<file path="config.mk">
export PLATFORM = sky130hd
export DESIGN_NAME = temp_trend_and_colour_gauge_unit_flat
export DESIGN_NICKNAME = d
export VERILOG_FILES = /design/src/rtl/ttcg_pkg.sv /design/src/rtl/ttcg_if.sv /design/src/rtl/temp_trend_and_colour_gauge_unit.sv /design/src/flat_wrapper.sv
export SDC_FILE = /design/constraint.sdc
export NUM_CORES = 1
export LEC_CHECK = 0
export ABC_CLOCK_PERIOD_IN_PS = 8270
export BUFFER_PORTS_ARGS = -buffer_cell sky130_fd_sc_hd__buf_2
export CORE_ASPECT_RATIO = 1.1
export CORE_MARGIN = 3
export CORE_UTILIZATION = 58
export CTS_BUF_LIST = sky130_fd_sc_hd__clkbuf_16
export CTS_CLUSTER_SIZE = 20
export DETAILED_ROUTE_END_ITERATION = 12
export PLACE_DENSITY = 0.79
export SETUP_SLACK_MARGIN = 0.05
export SYNTH_ARGS = -nofsm -noshare
export SYNTH_HDL_FRONTEND = slang
export SYNTH_SLANG_ARGS = --single-unit
</file>
<file path="constraint.sdc">
create_clock -name clk -period 8.27 [get_ports clk]
set_input_delay 1.654 -clock clk [delete_from_list [all_inputs] [get_ports clk]]
set_output_delay 1.654 -clock clk [all_outputs]
set_load 0.05 [all_outputs]
</file>
<file path="src/rtl/ttcg_pkg.sv">
package ttcg_pkg;

	// fixed field widths
	localparam int ALPHA_W    = 9;
	localparam int ALPHA_FRAC = 8;    // alpha is in 256ths
	localparam int HOLD_W     = 8;
	localparam int LEVEL_W    = 8;
	localparam int TREND_W    = 2;
	localparam int PCT_W      = 7;    // 0..100
	localparam int CNT_W      = $clog2(ALPHA_W);
	localparam int IDX_W      = 2;

	// register indexes
	typedef enum logic [IDX_W-1:0] {
		CFG_ALPHA = 2'd0,
		CFG_T_MIN = 2'd1,
		CFG_T_MAX = 2'd2,
		CFG_HOLD  = 2'd3
	} cfg_idx_t;

	// register reset values
	localparam int ALPHA_RST = 26;
	localparam int T_MIN_RST = 80;
	localparam int T_MAX_RST = 400;
	localparam int HOLD_RST  = 10;

	// item operations
	localparam logic OP_SAMPLE = 1'b0;
	localparam logic OP_FORCE  = 1'b1;

	localparam logic [TREND_W-1:0] TREND_RISING  = 2'd0;
	localparam logic [TREND_W-1:0] TREND_FALLING = 2'd1;
	localparam logic [TREND_W-1:0] TREND_STEADY  = 2'd2;

	localparam int YELLOW_PCT = 10;
	localparam int FULL_PCT   = 100;
	localparam int FULL_LEVEL = 255;

	// floor(x/10) = (x*RECIP10)>>RECIP10_SH for x < 16384
	// floor(x/90) = (x*RECIP90)>>RECIP90_SH for x < 74898
	localparam int RECIP10    = 3277;
	localparam int RECIP10_SH = 15;
	localparam int RECIP90    = 23302;
	localparam int RECIP90_SH = 21;
	localparam int LVL_W      = PCT_W + LEVEL_W;           // 255 * pct
	localparam int RPROD_W    = LVL_W + 15;

	typedef enum logic [2:0] {
		ST_IDLE = 3'b001,
		ST_RUN  = 3'b010,
		ST_FIN  = 3'b100
	} state_t;

endpackage

</file>
<file path="src/rtl/ttcg_if.sv">
interface ttcg_sample_if import ttcg_pkg::*; #(
	parameter int TEMP_BITS = 12
);
	logic                 valid;
	logic                 ready;
	logic                 operation;
	logic [TEMP_BITS-1:0] temperature;
	logic                 probe_open;

	modport source (output valid, operation, temperature, probe_open, input ready);
	modport sink   (input valid, operation, temperature, probe_open, output ready);
endinterface

interface ttcg_gauge_if import ttcg_pkg::*; #(
	parameter int AVG_BITS = 20
);
	logic                valid;
	logic                ready;
	logic [LEVEL_W-1:0]  red;
	logic [LEVEL_W-1:0]  green;
	logic [LEVEL_W-1:0]  blue;
	logic [TREND_W-1:0]  trend;
	logic [AVG_BITS-1:0] average;
	logic                average_valid;

	modport source (output valid, red, green, blue, trend, average, average_valid,
		input ready);
	modport sink   (input valid, red, green, blue, trend, average, average_valid,
		output ready);
endinterface

</file>
<file path="src/rtl/temp_trend_and_colour_gauge_unit.sv">
// Temperature trend and colour gauge.
//
// sample channel: one item per thermocouple reading (operation, temperature in
// quarter degrees, probe_open). operation 0 updates the moving average and the
// trend, operation 1 only recolours. gauge channel: one item per sample item,
// carrying the colour, the held trend and the average with its valid bit.
// cfg_we/cfg_index/cfg_data write the four registers; write only while idle.
//
// Sequence: an item is accepted in the idle state, then the run state does the
// work (the bit-serial alpha multiply sets its length; the 7-step percent
// divider runs beside it) and the finish state commits the result to the output
// register. A new item is accepted only once the previous one has committed.
// The result sits in an output register; the next item is accepted while it
// waits. If the receiver stalls, the following item stops in its finish cycle
// and state is not committed until the output register frees.
//
// Reset: registers take their defaults, the average is invalid and zero, the
// trend is steady and the hold counter is zero.
module temp_trend_and_colour_gauge_unit import ttcg_pkg::*; #(
	parameter int TEMP_BITS     = 12,
	parameter int EMA_FRAC_BITS = 8,
	localparam int AVG_W = TEMP_BITS + EMA_FRAC_BITS,
	localparam int CFG_W = (TEMP_BITS > ALPHA_W) ? TEMP_BITS : ALPHA_W
) (
	input  logic             clk,
	input  logic             arst_n,
	input  logic             cfg_we,
	input  logic [IDX_W-1:0] cfg_index,
	input  logic [CFG_W-1:0] cfg_data,
	ttcg_sample_if.sink      sample,
	ttcg_gauge_if.source     gauge
);

	localparam int DIFF_W = AVG_W + 1;
	localparam int PROD_W = DIFF_W + ALPHA_W;
	localparam int NUM_W  = TEMP_BITS + PCT_W;

	// configuration
	logic [ALPHA_W-1:0]   alpha_q;
	logic [TEMP_BITS-1:0] t_min_q, t_max_q;
	logic [HOLD_W-1:0]    hold_count_q;

	// block state
	state_t               state_q;
	logic [CNT_W-1:0]     cnt_q;
	logic [AVG_W-1:0]     ema_q;
	logic                 ema_ok_q;
	logic [TREND_W-1:0]   trend_q;
	logic [HOLD_W-1:0]    hold_q;

	// item in work
	logic                 op_q, open_q, fix_q;
	logic [PCT_W-1:0]     pfix_q;
	logic [AVG_W-1:0]     base_q;
	logic [ALPHA_W-1:0]   a_q;
	logic signed [PROD_W-1:0] md_q, acc_q;
	logic [TEMP_BITS-1:0] rem_q, den_q;
	logic [PCT_W-1:0]     quo_q;

	// output register
	logic                 out_valid_q;
	logic [LEVEL_W-1:0]   red_q, green_q, blue_q;
	logic [TREND_W-1:0]   otrend_q;
	logic [AVG_W-1:0]     avg_q;
	logic                 avg_ok_q;

	logic accept, commit;
	assign sample.ready = (state_q == ST_IDLE);
	assign accept       = sample.valid && sample.ready;
	assign commit       = (state_q == ST_FIN) && (!out_valid_q || gauge.ready);

	// set up of the multiply and divide at accept
	logic [AVG_W-1:0]         base_w, target_w;
	logic signed [DIFF_W-1:0] diff_w;
	logic [TEMP_BITS-1:0]     n_w, d_w;
	logic [NUM_W-1:0]         num_w;
	logic                     fix_w;
	logic [PCT_W-1:0]         pfix_w;

	always_comb begin
		base_w   = ema_ok_q ? ema_q : '0;
		target_w = {sample.temperature, {EMA_FRAC_BITS{1'b0}}};
		diff_w   = $signed({1'b0, target_w}) - $signed({1'b0, base_w});
		n_w      = sample.temperature - t_min_q;
		d_w      = t_max_q - t_min_q;
		num_w    = NUM_W'(n_w) * NUM_W'(FULL_PCT) + NUM_W'(d_w) - NUM_W'(1);
		fix_w    = 1'b1;
		pfix_w   = '0;
		if (sample.temperature < t_min_q) begin
			pfix_w = '0;
		end else if (sample.temperature > t_max_q) begin
			pfix_w = PCT_W'(FULL_PCT);
		end else if (t_max_q == t_min_q) begin
			pfix_w = '0;
		end else begin
			fix_w = 1'b0;
		end
	end

	// one restoring divide step
	logic [TEMP_BITS:0] trial_w;
	logic               qbit_w;
	assign trial_w = {rem_q, quo_q[PCT_W-1]};
	assign qbit_w  = (trial_w >= {1'b0, den_q});

	always_ff @(posedge clk) begin
		if (accept) begin
			op_q   <= sample.operation;
			open_q <= sample.probe_open;
			fix_q  <= fix_w;
			pfix_q <= pfix_w;
			base_q <= base_w;
			a_q    <= alpha_q;
			md_q   <= {{ALPHA_W{diff_w[DIFF_W-1]}}, diff_w};
			acc_q  <= '0;
			// quotient is below 128, so the high part is already below the divisor
			rem_q  <= num_w[NUM_W-1:PCT_W];
			quo_q  <= num_w[PCT_W-1:0];
			den_q  <= d_w;
		end else if (state_q == ST_RUN) begin
			if (a_q[0]) begin
				acc_q <= acc_q + md_q;
			end
			md_q <= md_q <<< 1;
			a_q  <= a_q >> 1;
			if (cnt_q < CNT_W'(PCT_W)) begin
				rem_q <= qbit_w ? TEMP_BITS'(trial_w - {1'b0, den_q})
				                : trial_w[TEMP_BITS-1:0];
				quo_q <= {quo_q[PCT_W-2:0], qbit_w};
			end
		end
	end

	// finish: average clamp, trend, colour
	logic signed [PROD_W-1:0] res_w;
	logic [AVG_W-1:0]         next_w;
	logic [TREND_W-1:0]       trend_w;
	logic [PCT_W-1:0]         pct_w;
	logic [LVL_W-1:0]         lvl_lo_w, lvl_hi_w;
	logic [RPROD_W-1:0]       rp10_w, rp90_w;
	logic [LEVEL_W-1:0]       red_w, green_w, blue_w;

	always_comb begin
		res_w = $signed({{(PROD_W-AVG_W){1'b0}}, base_q}) + (acc_q >>> ALPHA_FRAC);
		if (open_q || res_w[PROD_W-1]) begin
			next_w = '0;
		end else if (res_w[PROD_W-2:AVG_W] != '0) begin
			next_w = '1;
		end else begin
			next_w = res_w[AVG_W-1:0];
		end

		if (!ema_ok_q || open_q) begin
			trend_w = TREND_STEADY;
		end else if (next_w > ema_q) begin
			trend_w = TREND_RISING;
		end else if (next_w < ema_q) begin
			trend_w = TREND_FALLING;
		end else begin
			trend_w = TREND_STEADY;
		end

		pct_w    = fix_q ? pfix_q : quo_q;
		// 255 * x as a shift and subtract
		lvl_lo_w = {pct_w, {LEVEL_W{1'b0}}} - LVL_W'(pct_w);
		lvl_hi_w = {PCT_W'(FULL_PCT) - pct_w, {LEVEL_W{1'b0}}}
		           - LVL_W'(PCT_W'(FULL_PCT) - pct_w);
		rp10_w   = RPROD_W'(lvl_lo_w) * RPROD_W'(RECIP10);
		rp90_w   = RPROD_W'(lvl_hi_w) * RPROD_W'(RECIP90);
		if (open_q) begin
			red_w   = '0;
			green_w = '0;
			blue_w  = LEVEL_W'(FULL_LEVEL);
		end else if (pct_w <= PCT_W'(YELLOW_PCT)) begin
			red_w   = LEVEL_W'(rp10_w >> RECIP10_SH);
			green_w = LEVEL_W'(FULL_LEVEL);
			blue_w  = '0;
		end else begin
			red_w   = LEVEL_W'(FULL_LEVEL);
			green_w = LEVEL_W'(rp90_w >> RECIP90_SH);
			blue_w  = '0;
		end
	end

	always_ff @(posedge clk) begin
		if (commit) begin
			red_q   <= red_w;
			green_q <= green_w;
			blue_q  <= blue_w;
			if (op_q == OP_SAMPLE) begin
				avg_q    <= next_w;
				avg_ok_q <= !open_q;
				otrend_q <= (hold_q != '0) ? trend_q : trend_w;
			end else begin
				avg_q    <= ema_q;
				avg_ok_q <= ema_ok_q;
				otrend_q <= trend_q;
			end
		end
	end

	always_ff @(posedge clk or negedge arst_n) begin
		if (!arst_n) begin
			alpha_q      <= ALPHA_W'(ALPHA_RST);
			t_min_q      <= TEMP_BITS'(T_MIN_RST);
			t_max_q      <= TEMP_BITS'(T_MAX_RST);
			hold_count_q <= HOLD_W'(HOLD_RST);
			state_q      <= ST_IDLE;
			cnt_q        <= '0;
			ema_q        <= '0;
			ema_ok_q     <= 1'b0;
			trend_q      <= TREND_STEADY;
			hold_q       <= '0;
			out_valid_q  <= 1'b0;
		end else begin
			if (cfg_we) begin
				case (cfg_idx_t'(cfg_index))
					CFG_ALPHA: alpha_q      <= cfg_data[ALPHA_W-1:0];
					CFG_T_MIN: t_min_q      <= cfg_data[TEMP_BITS-1:0];
					CFG_T_MAX: t_max_q      <= cfg_data[TEMP_BITS-1:0];
					CFG_HOLD:  hold_count_q <= cfg_data[HOLD_W-1:0];
					default: ;
				endcase
			end

			if (commit) begin
				out_valid_q <= 1'b1;
			end else if (gauge.ready) begin
				out_valid_q <= 1'b0;
			end

			case (state_q)
				ST_IDLE: begin
					cnt_q <= '0;
					if (accept) begin
						state_q <= ST_RUN;
					end
				end
				ST_RUN: begin
					cnt_q <= cnt_q + CNT_W'(1);
					if (cnt_q == CNT_W'(ALPHA_W - 1)) begin
						state_q <= ST_FIN;
					end
				end
				ST_FIN: begin
					if (commit) begin
						state_q <= ST_IDLE;
						if (op_q == OP_SAMPLE) begin
							ema_q    <= next_w;
							ema_ok_q <= !open_q;
							if (hold_q != '0) begin
								hold_q <= hold_q - HOLD_W'(1);
							end else begin
								trend_q <= trend_w;
								hold_q  <= hold_count_q;
							end
						end
					end
				end
				default: begin
					state_q <= ST_IDLE;
				end
			endcase
		end
	end

	assign gauge.valid         = out_valid_q;
	assign gauge.red           = red_q;
	assign gauge.green         = green_q;
	assign gauge.blue          = blue_q;
	assign gauge.trend         = otrend_q;
	assign gauge.average       = avg_q;
	assign gauge.average_valid = avg_ok_q;

	a_accept_runs: assert property (@(posedge clk) disable iff (!arst_n)
		accept |=> (state_q == ST_RUN))
		else $error("accepted item did not start work");

	a_invalid_zero: assert property (@(posedge clk) disable iff (!arst_n)
		!ema_ok_q |-> (ema_q == '0))
		else $error("invalid average is not zero");

	a_pct_range: assert property (@(posedge clk) disable iff (!arst_n)
		(state_q == ST_FIN) |-> (pct_w <= PCT_W'(FULL_PCT)))
		else $error("gauge percent out of range");

	a_out_drains: assert property (@(posedge clk) disable iff (!arst_n)
		(out_valid_q && gauge.ready && !commit) |=> !out_valid_q)
		else $error("taken result still shown");

endmodule
</file>
<file path="src/flat_wrapper.sv">
// flat-port wrapper written by rule: the top's interface ports become plain ports
module temp_trend_and_colour_gauge_unit_flat import ttcg_pkg::*;
#(
	parameter int TEMP_BITS     = 12,
	parameter int EMA_FRAC_BITS = 8,
	localparam int AVG_W = TEMP_BITS + EMA_FRAC_BITS,
	localparam int CFG_W = (TEMP_BITS > ALPHA_W) ? TEMP_BITS : ALPHA_W
)
  (clk, arst_n, cfg_we, cfg_index, cfg_data, sample_valid, sample_operation, sample_temperature, sample_probe_open, sample_ready, gauge_valid, gauge_red, gauge_green, gauge_blue, gauge_trend, gauge_average, gauge_average_valid, gauge_ready);
  ttcg_sample_if #(.TEMP_BITS(TEMP_BITS)) sample_i ();
  ttcg_gauge_if gauge_i ();
  input  logic clk;
  input  logic arst_n;
  input  logic cfg_we;
  input  logic [IDX_W-1:0] cfg_index;
  input  logic [CFG_W-1:0] cfg_data;
  input wire logic [$bits(sample_i.valid)-1:0] sample_valid;
  input wire logic [$bits(sample_i.operation)-1:0] sample_operation;
  input wire logic [$bits(sample_i.temperature)-1:0] sample_temperature;
  input wire logic [$bits(sample_i.probe_open)-1:0] sample_probe_open;
  output wire logic [$bits(sample_i.ready)-1:0] sample_ready;
  output wire logic [$bits(gauge_i.valid)-1:0] gauge_valid;
  output wire logic [$bits(gauge_i.red)-1:0] gauge_red;
  output wire logic [$bits(gauge_i.green)-1:0] gauge_green;
  output wire logic [$bits(gauge_i.blue)-1:0] gauge_blue;
  output wire logic [$bits(gauge_i.trend)-1:0] gauge_trend;
  output wire logic [$bits(gauge_i.average)-1:0] gauge_average;
  output wire logic [$bits(gauge_i.average_valid)-1:0] gauge_average_valid;
  input wire logic [$bits(gauge_i.ready)-1:0] gauge_ready;
  assign sample_i.valid = sample_valid;
  assign sample_i.operation = sample_operation;
  assign sample_i.temperature = sample_temperature;
  assign sample_i.probe_open = sample_probe_open;
  assign sample_ready = sample_i.ready;
  assign gauge_valid = gauge_i.valid;
  assign gauge_red = gauge_i.red;
  assign gauge_green = gauge_i.green;
  assign gauge_blue = gauge_i.blue;
  assign gauge_trend = gauge_i.trend;
  assign gauge_average = gauge_i.average;
  assign gauge_average_valid = gauge_i.average_valid;
  assign gauge_i.ready = gauge_ready;
  temp_trend_and_colour_gauge_unit #(.TEMP_BITS(TEMP_BITS), .EMA_FRAC_BITS(EMA_FRAC_BITS)) u_core (.clk(clk), .arst_n(arst_n), .cfg_we(cfg_we), .cfg_index(cfg_index), .cfg_data(cfg_data), .sample(sample_i), .gauge(gauge_i));
endmodule
</file>
==> results, run 1 <==
- The width of the chip is about 200 µm.
- The residual overflow from global routing is 0.
- Sorting the synthesized cells by how often they occur yields ha_1, inv_1, nand2_1.
- The critical path capture point type is a flop.
- The total wire length is 53800 µm.
- The longest individual stage delay on the worst path is roughly 0.53 ns.
- STA classifies the critical path startpoint as a flop.
- The synthesized net count is approximately 3000.
- Routability-driven placement finished with a final weighted congestion of 0.913.
- For the worst setup path, the data required time is 8.56 ns.
- The number of flip-flops and latches in the synthesized netlist is 244.
- The die covers ~43000 µm².
- Synthesis produced a netlist whose cell count is around 2500.
- The achievable frequency is around 130 MHz.
- The average cell area after synthesis is between 9 and 10 µm².
- The netlist area before placement is 23700 µm².
- The initial DRC count is roughly 940.
- 0 antenna diodes ended up in the layout.
- Measured along the y axis, the die boundary spans around 220 µm.
- The placement row count is 77.
- The buffer levels on the longest clock path is 3.
- Measured against its own limit, the worst slew margin works out to between 20 and 25%.
- In this run the cell area measured after placement is between 20000 and 25000 µm².
- The netlist uses 85 different library cells.
- The dominant cell type by area after synthesis is ha_1.
- The count of boundary I/O pins is between 80 and 90.
- Setup repair after global routing left no endpoint under its margin.
- Of all nets on the critical path, the largest fanout is 6.
- The final setup TNS is 0 ns.
- Hold repair after CTS inserted 0 buffers.
- The count of final max-slew check failures is 0.
- The actual transition at the worst max-transition pin is 1.13 ns.
- The most critical setup path has its startpoint at u_core.fix_q.
- The final hold violation count is 0.
- The TritonCTS clock tree is built.
- The average via count per standard cell is slightly below 6.
- The worst flop-to-flop path startpoint is u_core.fix_q.
- Among all cell types in the netlist, the one instantiated most often is ha_1.
- The first global-routing pass estimated around 90000 µm of wire.
- Max-cap violations in this run came to 0.
- The all-layer global routing usage is approximately a quarter.
- Once layout is done, the placed cells without fillers occupy around 26000 µm².
- The total via count in the routed design is ~18000.
- The slowest library cell on the worst path is fa_1.
- The critical path ends at u_core.gauge.green[7].
- At the later pin of the worst-skew pair, clock insertion delay measures ~0.56 ns.
- The count of unresolved DRC violations after routing is 0.
- The total number of yosys warnings is 0.
- Subtracting the final worst setup slack from the clock period gives just under 8 ns.
- During placement, the flow inserted port buffers numbering a little over 80.
- The number of enable-type register cells in the synthesized netlist is 134.
- The via count of the first global-routing pass came to 18658.
- The clock skew after layout is ~0.018 ns.
- The number of antenna violations at the first check in global routing is 1.
- The portion of synthesized cell area occupied by the leading cell type is around a fifth.
- Among all flip-flop cells after synthesis, the most frequent one is edfxtp_1.
- The proportion of layout cells with a drive suffix above 1 is between 10% and 20%.
- Detailed placement finished with a half-perimeter wire length of 42100 µm.
- Clock tree synthesis selected as its root buffer the cell clkbuf_16.
- CTS built an H-tree with a depth of 1.
- In the synthesized netlist the async set-or-reset flop fraction comes to 32.8%.
- The portion of the clock cycle consumed by the worst path in the final layout is 94.9%.
- The worst register-to-register path has a setup slack of 0.42 ns.
- The number of cells traversed by the worst register-to-register path is 34.
- The path type of the worst min-delay path is reg2reg.
- The critical path is of the reg2reg type.
- Buffers inserted during clock tree synthesis total 27.
- The end of the worst register-to-register path is u_core.gauge.green[7].
- The starting density of the core is between 50% and 60%.
- In this run the remaining antenna-violating nets after routing total 0.
- CTS saw 244 sinks.
- The first detailed-routing pass ran for 6 iterations.
- The core occupancy in the finished layout is about 64%.
- The run finished with clean final reports.
- By area the synthesized netlist is led by ha_1, edfxtp_1, fa_1.
- Clock-pin slew was measured on the worst setup and hold paths at around 0.060 ns.
- Dividing the detail-routed wire length by the instance count gives between 15 and 20 µm.
- Entering global routing, the biggest net connects between 90 and 100 pins.
- In the final design database the tool counted 3084 nets.
- In this run the standard cell core region covers slightly above 40000 µm².
- The area growth from synthesis to layout is 8.54%.
- After synthesis, flip-flops and latches occupy 28.0% of the total area.
- Setup violations remaining at the end of the flow were counted as 0.
- The post-route worst hold slack is 0.465 ns.
- The data arrival at the endpoint of the critical path is between 8 and 9 ns.
sequential cells by signal, indices dropped and copies added, names as in the netlist, 2 cells and up:
signal                count
u_core.acc_q             30
u_core.md_q              30
u_core.base_q            20
u_core.ema_q             20
u_core.gauge.average     20
u_core.den_q             12
u_core.rem_q             12
u_core.t_max_q           12
u_core.t_min_q           12
u_core.a_q                9
u_core.alpha_q            9
u_core.gauge.green        8
u_core.gauge.red          8
u_core.hold_count_q       8
u_core.hold_q             8
u_core.quo_q              7
u_core.cnt_q              4
u_core.state_q            3
u_core.gauge.trend        2
u_core.trend_q            2
cell type report:
class	count	area, µm²
multi-input cells	1834	15600
fillers	3187	14600
well taps	513	642
clock buffers	29	726
inverters	329	1230
clock inverters	21	184
repair buffers	117	682
flip-flops and latches	244	6640
critical path: cells and delay by family (launching register included):
kind            cells  cell delay [ns]
compound gates     10             1.88
xor+xnor            2             0.31
fa+ha+maj           9             3.16
buf+inv             6             0.47
flops               1             0.50
mux                 1             0.24
simple gates        6             1.00
per-stage QoR:
step	worst slack, ns	std cells
after detailed placement	0.190	3027
final	0.420	3087
after global routing	0.0286	3087
after floorplan	0.0842	2471
after CTS	0.157	3077
after global placement	0.632	3027
worst min path at each step:
stage,start,end,slack (ns),depth (start not counted)
floorplan,u_core.acc_q[6],u_core.acc_q[6],0.44,2
global placement,u_core.acc_q[0],u_core.acc_q[0],0.45,2
detailed placement,u_core.acc_q[6],u_core.acc_q[6],0.46,2
CTS,u_core.acc_q[6],u_core.acc_q[6],0.47,2
global route,u_core.acc_q[6],u_core.acc_q[6],0.49,2
finish,u_core.acc_q[6],u_core.acc_q[6],0.46,2
cells in the final DEF, fill, tap and decap left out, drive strengths merged, types with 24 or more instances in the layout:
cell and count:
o21ai 101, o21a 25, clkbuf 29, mux2 45, nand3 30, fa 106
a21o 51, xor2 72, buf 117, ha 392, inv 335, and2 24
nor3 37, dfrtp 68, nor2b 48, nand2 212, a21oi 152, xnor2 94
dfxtp 30, edfxtp 134, nor2 103, a22o 41, nand2b 37
timing repair:
action                                  4_1_cts  5_1_grt
resized for setup                             0       17
endpoints found under the hold margin         0        0
setup buffers                                 0       10
endpoints found under the setup margin        0        3
layer usage:
metal  wire length (µm)  vias to the layer above  track usage, %  part of all wire, %
met5                 13                        -               0                0.024
met4               1820                        2            8.04                  3.4
met3               2250                      110            2.44                  4.2
met2              26800                      421            45.3                   50
met1              22900                     8748            31.7                   43
li1                   -                     8746               -                    -
cell families (layout without fill, tap and decap cells):
group	count (synthesis)	after routing	synth area share, %
DFF	244	244	28.0
muxes	63	63	2.95
adders and majority gates	498	498	29.7
AOI/OAI and AO/OA	504	504	13.8
xor gates and xnor gates	166	166	6.38
buffers and inverters	393	496	6.40
and+or+nand+nor	603	603	12.8
Power of run 1 is left out: the tool's default activity adds up to more than one toggle a clock period on the data nets, which glitch-free logic cannot reach.
==> run 2, diff against run 1 <==
--- a/config.mk
+++ b/config.mk
@@ -5,15 +5,16 @@
 export SDC_FILE = /design/constraint.sdc
 export NUM_CORES = 1
 export LEC_CHECK = 0
+export ABC_AREA = 1
 export ABC_CLOCK_PERIOD_IN_PS = 8270
 export BUFFER_PORTS_ARGS = -buffer_cell sky130_fd_sc_hd__buf_2
 export CORE_ASPECT_RATIO = 1.1
 export CORE_MARGIN = 3
-export CORE_UTILIZATION = 58
+export CORE_UTILIZATION = 59
 export CTS_BUF_LIST = sky130_fd_sc_hd__clkbuf_16
 export CTS_CLUSTER_SIZE = 20
 export DETAILED_ROUTE_END_ITERATION = 12
-export PLACE_DENSITY = 0.79
+export PLACE_DENSITY = 0.8
 export SETUP_SLACK_MARGIN = 0.05
 export SYNTH_ARGS = -nofsm -noshare
 export SYNTH_HDL_FRONTEND = slang
==> run 2 against run 1 <==
Net effect:
- design area grew 5.0%
- first-iteration DRC count grew 31%
- sequential cell count is the same
- area after synthesis grew 6.1%
- clock skew shrank 0.0012 ns
==> results, run 2 <==
- The number of buffers inserted during clock tree synthesis was 28 (+3.7%).
- The actual transition at the worst max-transition pin is 1.22 ns (+0.0903 ns).
- The number of enable-type register cells in the synthesized netlist was 134 (unchanged).
- The core occupancy in the finished layout was 64.7% (+0.92 points).
- The post-detailed-placement half-perimeter wirelength was 49800 µm (+18%).
- The count of boundary I/O pins was 82 (unchanged).
- The area growth from synthesis to layout is 7.41%.
- The wire length per cell is 16.4 µm (-6.1%).
- The average via count per standard cell is 5.62 (-3.8%).
- The portion of synthesized cell area occupied by the leading cell type is 19.5% (-1.2 points).
- The starting density of the core is 60.3% (+1.5 points).
- The diode insertion count for antenna repair is 0 (unchanged).
- The path class of the tightest hold or removal check is reg2reg.
- The die extent in y is 222 µm (+2.1%).
- The slowest library cell on the worst path is fa_1.
- The final net count was 3728 (+21%).
- The count of final setup violators is 0 (unchanged).
- The most frequently used flop master after synthesis is edfxtp_1.
- The number of buffers inserted to repair setup after CTS is 0 (unchanged).
- The number of hold buffers added after cts was 0 (unchanged).
- By area the synthesized netlist is led by ha_1, edfxtp_1, nand2_1.
- The worst setup path is launched from a flop.
- The global-route wire length before repair is 103000 µm (+14%).
- The data arrival at the endpoint of the critical path came to 7.80 ns (-0.33 ns).
- The number of fill cells in the layout is 3554 (+12%).
- The width of the chip is 203 µm (+2.1%).
- The number of search-and-repair iterations in the first detailed-routing pass came to 7 (+1).
- The portion of the clock cycle consumed by the worst path in the final layout is 90.5% (-4.5 points).
- The highest fanout seen on the critical path is 8 (+2).
- The count of final max-slew check failures was 0 (unchanged).
- The number of H-tree levels is 1 (unchanged).
- The number of gates resized after CTS came to 0 (unchanged).
- The clock skew after layout was 0.0163 ns (-0.00123 ns).
- The total number of yosys warnings is 0 (unchanged).
- The total wire length is 61900 µm (+15%).
- The number of library cell types mapped by synthesis is 64 (-25%).
- The total via count in the routed design is 21231 (+18%).
- The number of flip-flops and latches in the synthesized netlist was 244 (unchanged).
- The initial DRC count is 1233 (+31%).
- The count of unresolved DRC violations after routing is 0 (unchanged).
- The library cells used most frequently in the layout, excluding fill and tap cells, are nand2_1, inv_1, ha_1.
- The relative slew slack was 18.9% (-4.2 points).
- The routability congestion estimate came to 0.962 (+5.4%).
- The dominant cell type by area after synthesis is ha_1.
- The clock net sink count is 244 (unchanged).
- The achievable frequency is 134 MHz (+4.9%).
- The cell count after synthesis is 3132 (+27%).
- The final period demand of the worst path is 7.48 ns (-0.369 ns).
- The synthesized net count came to 3663 (+22%).
- The TritonCTS clock tree is built.
- The netlist area before placement came to 25100 µm² (+6.1%).
- The proportion of layout cells with a drive suffix above 1 is 6.40% (-4.1 points).
- The final hold violation count is 0 (unchanged).
- The critical path capture point type is a flop.
- The CTS clock-pin slew for the worst setup and hold paths was 0.07 ns (about the same).
- The final setup TNS is 0 ns (unchanged).
- The area of the placeable core came to 41700 µm² (+3.5%).
- The most used standard cell by instance count after synthesis is nand2_1.
- The final antenna-violating net count was 0 (unchanged).
- The via count of the first global-routing pass was 21652 (+16%).
- The largest net degree at the start of global routing came to 82 (-11%).
- The share of flip-flops with an asynchronous set or reset is 32.8% (unchanged).
- The most common cell after layout, fill and taps aside is nand2_1.
- The average cell area after synthesis is 8.02 µm² (-16%).
- The critical path is of the reg2reg type.
- The longest individual stage delay on the worst path is 0.54 ns (about the same).
- Clock tree synthesis selected as its root buffer the cell clkbuf_16.
- The residual overflow from global routing was 0 (unchanged).
- The number of buffers inserted by port buffering came to 81 (unchanged).
- The required time at the worst-slack endpoint is 8.59 ns (+0.03 ns).
- The cell type with the highest occurrence count on the critical path is nand2_1.
- The clock latency of the later-clocked register in the worst-skew pair is 0.56 ns (about the same).
- Sorting the synthesized cells by how often they occur yields nand2_1, inv_1, ha_1.
- The run finished with clean final reports.
- The placement row count was 78 (+1.3%).
- The post-route worst hold slack is 0.486 ns (+0.0215 ns).
- In the final layout, the registers with the most flip-flops are u_core.acc_q: 30 flops, u_core.md_q: 30 flops.
- The buffer levels on the longest clock path is 3 (unchanged).
- Setup repair after global routing left no endpoint under its margin.
- The all-layer global routing usage was 27.4% (+2.2 points).
- The share of synthesized area occupied by flip-flops and latches is 26.4% (-1.6 points).
- The die area is 45100 µm² (+4.2%).
- The number of antenna violations at the first check in global routing is 0 (-1).
- The number of maximum-capacitance violations is 0 (unchanged).
run 2: cell count changes after synthesis, moves of 41 or more:
cell | before | now
nor2b_1 | 48 | 0
a22o_1 | 41 | 0
o21ai_0 | 99 | 224
xor2_1 | 68 | 113
nand3_1 | 29 | 139
nor2_1 | 103 | 185
mux2_2 | 45 | 0
nand2_1 | 212 | 599
xnor2_1 | 92 | 38
inv_1 | 326 | 573
a21oi_1 | 152 | 221
run 2: critical path, delay by kind of cell (launching register included):
family,cells,cell delay [ns]
AO/OA/AOI/OAI,2,0.44
flip-flops,1,0.35
adder cells (fa/ha/maj),9,3.39
buffers and inverters,8,0.84
AND/OR/NAND/NOR,19,2.23
run 2: cells by family (layout without fill, tap and decap cells):
family | Yosys count | count (layout) | synth area share (%)
AND/OR/NAND/NOR | 1037 | 1037 | 17.9
flip-flops | 244 | 244 | 26.4
adder cells (fa/ha/maj) | 498 | 498 | 28.0
AO/OA/AOI/OAI | 560 | 560 | 12.4
buffers and inverters | 639 | 726 | 9.75
XOR/XNOR | 154 | 154 | 5.59
run 2: worst paths after layout:
kind | depth (start not counted) | to | slack, ns | startpoint
setup / recovery | 38 | u_core.gauge.green[7] | 0.79 | u_core.fix_q
hold / removal | 2 | u_core.acc_q[0] | 0.49 | u_core.acc_q[0]
setup reg to reg | 38 | u_core.gauge.green[7] | 0.79 | u_core.fix_q
hold reg to reg | 2 | u_core.acc_q[0] | 0.49 | u_core.acc_q[0]
max in group asynchronous | 1 | u_core.t_max_q[5] | 6.32 | arst_n
min in group asynchronous | 1 | u_core.ema_q[14] | 1.26 | arst_n
run 2: area by class of cell:
type / count / area (µm²) / share of cell area, %
multi-input combinational: 2249 / 16000 / 59.5
sequential: 244 / 6640 / 24.6
tap: 560 / 701 / 2.60
inverter: 581 / 2190 / 8.13
clock inverter: 23 / 175 / 0.649
clock buffer: 29 / 726 / 2.69
timing repair buffer: 93 / 498 / 1.85
run 2: layer usage:
| metal | track usage [%] | part of all wire [%] |
|---|---|---|
| met3 | 3.62 | 5.4 |
| met4 | 12.1 | 4.8 |
| met5 | 0 | 0 |
| met2 | 47.6 | 48 |
| met1 | 34.0 | 42 |
run 2: stage by stage:
step	cell area [µm²]	setup WS [ns]	instances
final	27000	0.790	3779
after detailed placement	26100	0.722	3727
after global placement	26100	0.942	3727
after floorplan	25100	1.22	3132
after CTS	27000	0.848	3779
after global routing	27000	0.230	3779
Power of run 2 is left out for the same reason.
